## src/hw/rtl/pqd_pkg.sv

```systemverilog
// ----------------------------------------------------------------------------
// pqd_pkg
// Shared types, constants and the single-precision adder for the PQ distance
// block.
// ----------------------------------------------------------------------------
package pqd_pkg;

  localparam int unsigned TableRow  = 256;
  localparam int unsigned FifoDepth = 4;

  localparam logic [6:0]  CountReset = 7'd8;

  // configuration register indexes
  localparam logic CfgSubqCount    = 1'b0;
  localparam logic CfgBaseDistance = 1'b1;

  // item kinds on tuser
  localparam logic OpTableWrite = 1'b0;
  localparam logic OpCode       = 1'b1;

  localparam logic [31:0] DefaultNan = 32'hFFC0_0000;

  // one lookup result handed from front to back
  typedef struct packed {
    logic [31:0] term;
    logic [31:0] base;
    logic        first;
    logic        close;
    logic        bend;
  } pqd_entry_t;

  // IEEE single addition, round to nearest even
  function automatic logic [31:0] fp_add(input logic [31:0] a, input logic [31:0] b);
    logic [31:0] x, y;
    logic        sx, sy, sr;
    logic [7:0]  ex, ey;
    logic [8:0]  e;
    logic [7:0]  d;
    logic [26:0] mx, my, mys;
    logic [27:0] s;
    logic [23:0] m;
    logic [24:0] mr;
    logic [4:0]  lz;
    logic [8:0]  sh;
    logic        found, g, rs, up;
    logic [31:0] res;
    res = 32'h0;
    // NaN and infinity
    if (a[30:23] == 8'hFF || b[30:23] == 8'hFF) begin
      if (a[30:23] == 8'hFF && a[22:0] != 23'h0) begin
        res = a | 32'h0040_0000;
      end else if (b[30:23] == 8'hFF && b[22:0] != 23'h0) begin
        res = b | 32'h0040_0000;
      end else if (a[30:23] == 8'hFF && b[30:23] == 8'hFF && a[31] != b[31]) begin
        res = DefaultNan;
      end else if (a[30:23] == 8'hFF) begin
        res = a;
      end else begin
        res = b;
      end
      return res;
    end
    // order by magnitude
    if (a[30:0] >= b[30:0]) begin
      x = a; y = b;
    end else begin
      x = b; y = a;
    end
    sx = x[31]; sy = y[31];
    ex = (x[30:23] == 8'h0) ? 8'd1 : x[30:23];
    ey = (y[30:23] == 8'h0) ? 8'd1 : y[30:23];
    mx = {(x[30:23] != 8'h0), x[22:0], 3'b000};
    my = {(y[30:23] != 8'h0), y[22:0], 3'b000};
    d  = ex - ey;
    // align with sticky
    if (d >= 8'd27) begin
      mys = {26'h0, (my != 27'h0)};
    end else begin
      mys = my >> d;
      if ((my & ((27'h1 << d) - 27'h1)) != 27'h0) mys[0] = 1'b1;
    end
    if (sx == sy) s = {1'b0, mx} + {1'b0, mys};
    else          s = {1'b0, mx} - {1'b0, mys};
    if (s == 28'h0) begin
      res = (sx == sy) ? {sx, 31'h0} : 32'h0;
      return res;
    end
    sr = sx;
    e  = {1'b0, ex};
    if (s[27]) begin
      s = {1'b0, s[27:2], s[1] | s[0]};
      e = e + 9'd1;
    end else begin
      // leading zero count over the 27-bit sum
      lz = 5'd0;
      found = 1'b0;
      for (int i = 26; i >= 0; i--) begin
        if (!found && s[i]) begin
          found = 1'b1;
          lz = 5'(26 - i);
        end
      end
      sh = ({4'h0, lz} < e - 9'd1) ? {4'h0, lz} : e - 9'd1;
      s  = s << sh;
      e  = e - sh;
    end
    m  = s[26:3];
    g  = s[2];
    rs = s[1] | s[0];
    up = g & (rs | m[0]);
    mr = {1'b0, m} + {24'h0, up};
    if (mr[24]) begin
      mr = mr >> 1;
      e  = e + 9'd1;
    end
    if (e >= 9'd255) begin
      res = {sr, 8'hFF, 23'h0};
    end else begin
      res = {sr, (mr[23] ? e[7:0] : 8'h0), mr[22:0]};
    end
    return res;
  endfunction

endpackage

```

## src/hw/rtl/pqd_fifo.sv

```systemverilog
// ----------------------------------------------------------------------------
// pqd_fifo
// Short queue of lookup results between front and back.
// ----------------------------------------------------------------------------
module pqd_fifo (
  input  logic               clk_i,
  input  logic               rst_ni,
  input  logic               push_i,
  input  pqd_pkg::pqd_entry_t push_data_i,
  input  logic               pop_i,
  output pqd_pkg::pqd_entry_t pop_data_o,
  output logic               empty_o,
  output logic [2:0]         count_o
);
  import pqd_pkg::*;

  pqd_entry_t entry_q [FifoDepth];
  logic [1:0] wr_ptr_q, rd_ptr_q;
  logic [2:0] count_q;

  // advance pointers and count
  always_ff @(posedge clk_i or negedge rst_ni) begin
    if (!rst_ni) begin
      wr_ptr_q <= '0;
      rd_ptr_q <= '0;
      count_q  <= '0;
    end else begin
      if (push_i) wr_ptr_q <= wr_ptr_q + 2'd1;
      if (pop_i)  rd_ptr_q <= rd_ptr_q + 2'd1;
      count_q <= count_q + {2'b0, push_i} - {2'b0, pop_i};
    end
  end

  // store entries
  always_ff @(posedge clk_i) begin
    if (push_i) entry_q[wr_ptr_q] <= push_data_i;
  end

  assign pop_data_o = entry_q[rd_ptr_q];
  assign empty_o    = (count_q == 3'd0);
  assign count_o    = count_q;

endmodule

```

## config.mk

```make
export PLATFORM = sky130hd
export DESIGN_NAME = pqd_fifo
export DESIGN_NICKNAME = d
export VERILOG_FILES = /design/src/hw/rtl/pqd_pkg.sv /design/src/hw/rtl/pqd_fifo.sv
export SDC_FILE = /design/constraint.sdc
export NUM_CORES = 1
export LEC_CHECK = 0
export BUFFER_PORTS_ARGS = -buffer_cell sky130_fd_sc_hd__buf_2
export CORE_AREA = 2 2 139 141
export CTS_CLUSTER_SIZE = 25
export DETAILED_ROUTE_END_ITERATION = 10
export DIE_AREA = 0 0 141 143
export MAX_ROUTING_LAYER = met4
export PLACE_DENSITY = 0.76
export SYNTH_ARGS = -nofsm -noshare
export SYNTH_HDL_FRONTEND = slang
export SYNTH_SLANG_ARGS = --single-unit
```

## constraint.sdc

```tcl
create_clock -name clk_i -period 5 [get_ports clk_i]
set_input_delay 1 -clock clk_i [delete_from_list [all_inputs] [get_ports clk_i]]
set_output_delay 1 -clock clk_i [all_outputs]
set_load 0.005 [all_outputs]
```

==> metrics <==
status=finished clean; final hold viol count=0; Core Box Area=18600 µm²; largest fanout on the critical path=39; total grt overflow=0; layout net count=618; clock slew at reported path FFs=60 ps; CTS sink cnt=~280; vias in the first global route=4787; WL final=17100 µm; Sequential Area=8230 µm²; placed inst area=11000 µm²; DRC=0; Max Fclk=between 200 and 300 MHz; Max Cap Viol=0; final worst slack=around 1500 ps; relative slew slack=30.8%; class of the tightest hold or removal check=in -> async; Skew-Pair Late Insertion Delay=around 530 ps; Worst-Margin Slew=1040 ps; Die H=143 µm; Area Growth Syn to Fin=18.4%; cell family with most CP delay=flip-flops; worst vdd ir=between 0.0004 and 0.0005 V; antenna violations before repair=4; Routed WL per cell=roughly 21 µm; Placer Congestion=0.692; first-pass GRT wire length=roughly 27000 µm; DP Worst Slack=1970 ps; total CTS buffers=28; Cells after DPL=~740; Critical path buffers and inverters=2; Main synth FF type=edfxtp_1; Setup crit end kind=primary output; Pins Over Slew Limit=0; TNS Setup=0 ps; worst-path cell chain=buf_12 -> mux4_2 -> buf_2; Initial Utilization=54.1%; post-route ant nets=0; # IOs=142; reg-to-reg startpoint=wr_ptr_q[0]; sequential element share of the synthesized area=81.8%; leakage=4.10 nW; flop2flop setup slack=around 3000 ps; clock root buffer=clkbuf_16; Worst R2R Path Depth=3; synth top area cells=edfxtp_1 80%, mux4_2 15%, dfrtp_1 1.7%; startpoint types=flip-flop; area leader, netlist=edfxtp_1; top-area cell type share of the netlist area=80.0%; post-synthesis cell type count=17; final worst path period share=70.6%; required time of the critical path=4000 ps; DR pass1 iterations=5; # setup viols final=0; # Post-CTS Setup Buffers=0; Vias=about 4400; CP max-delay cell=dfrtp_4; row count=50; FFs w/ async S/R, synth=approximately 2.5%; largest net degree at the start of global routing=69; Mapped Area=10100 µm²; deepest clock path buffer count=3; min Tclk post-route=3530 ps; Pwr Density=between 500 and 600 nW/µm²; clk_skew=9.74 ps; synth warn=0; CTS tree=built; Tot Pwr=6.99 mW; Final HPWL DP=9670 µm; design area=approximately 12000 µm²; synthesized flop and latch total=between 200 and 300; RSZ-0062 raised after global routing=false; post-cts gate resize count=0; crit-path max cell delay=840 ps; synthesized area per cell=26.2 µm²; Finished Layout Cells=800; Min Hold Slack=roughly 290 ps; critical path class=reg -> out; DR vias/cell=around 5.5; DIE WIDTH=141 µm; GRT Total Usage=a little under a fifth; Die Area=~20000 µm²; final core utilization=64.1%; Arr. time, crit path=2530 ps; # port buffers=141; RR Endpoint=entry_q[0][21]; layout cells sized above 1=45.4%; synthesized instance count=384; Net Count, Synth=462; Fillers=1221; Post-synth EDFFs=268; CTS H-tree depth=1; hold_buf cts=0; Iteration-0 DRC Markers=between 200 and 300; Multi-input gate area=between 1500 and 2000 µm²
## logic make-up (layout without fill, tap and decap cells)
group / Yosys count / count (layout) / share of synthesized area (%)
adder cells (fa/ha/maj): 7 / 7 / 0.945
AND/OR/NAND/NOR: 7 / 7 / 0.373
flip-flops: 275 / 275 / 81.8
buffers and inverters: 22 / 200 / 1.44
multiplexers: 67 / 67 / 15.0
AO/OA/AOI/OAI: 1 / 1 / 0.0497
XOR/XNOR: 5 / 5 / 0.435
other: 0 / 4 / 0
## layout make-up
class,instances,share of cell area [%]
Antenna cell,4,0.0841
Clock buffer,34,6.07
Clock inverter,18,1.69
Inverter,6,0.189
Multi-Input combinational cell,87,14.3
Sequential cell,275,69.1
Tap cell,234,2.46
Timing Repair Buffer,142,6.10
## worst max-delay path by stage
stage | from | slack (ps) | cells after the start | endpoint
2_1_floorplan | push_i | 1990 | 1 | entry_q[0][0]
3_5_place_dp | rd_ptr_q[0] | 1970 | 3 | pop_data_o[32]
4_1_cts | rd_ptr_q[0] | 1380 | 3 | pop_data_o[32]
6_report | rd_ptr_q[0] | 1470 | 3 | pop_data_o[57]
3_3_place_gp | rd_ptr_q[0] | 1960 | 3 | pop_data_o[27]
5_1_grt | rd_ptr_q[0] | 1270 | 3 | pop_data_o[57]
## layout by cell type (no fill, tap or decap), types with 2 or more instances in the layout
master and n:
nand2_1 2, clkbuf_1 6, buf_2 141, clkinvlp_4 3, dfrtp_1 5, ha_1 6
diode_2 4, clkbuf_16 28, clkinv_1 6, edfxtp_1 268, xnor2_1 3, inv_1 6
mux4_2 67, xor2_1 2, and2_4 4, bufinv_16 4, dfrtp_4 2, clkinv_2 4
## synthesized netlist by cell type (2+ instances only)
| master | n |
|---|---|
| buf_2 | 6 |
| and2_1 | 4 |
| xnor2_1 | 3 |
| clkbuf_1 | 3 |
| xor2_1 | 2 |
| dfrtp_1 | 7 |
| buf_12 | 2 |
| nand2_1 | 2 |
| mux4_2 | 67 |
| ha_1 | 6 |
| buf_4 | 4 |
| inv_1 | 6 |
| edfxtp_1 | 268 |
## registers in the layout, indices dropped and copies added (netlist names)
register,count
rd_ptr_q,2
entry_q,268
wr_ptr_q,2
count_o,3
## power by group
| group | switching (mW) | total, mW | internal, mW |
|---|---|---|---|
| clock network | 0.819 | 2.05 | 1.24 |
| logic | 0.733 | 1.62 | 0.886 |
| registers | 0.292 | 3.32 | 3.03 |
## metal layers
| metal | track usage (%) | wire length [µm] | part of all wire, % |
|---|---|---|---|
| met5 | - | 0 | 0 |
| met4 | 4.58 | 348 | 2.0 |
| met3 | 5.53 | 1190 | 7.0 |
| met2 | 28.9 | 8480 | 49 |
| met1 | 23.0 | 7120 | 42 |
Note: power is estimated with default switching activity, not from simulation.
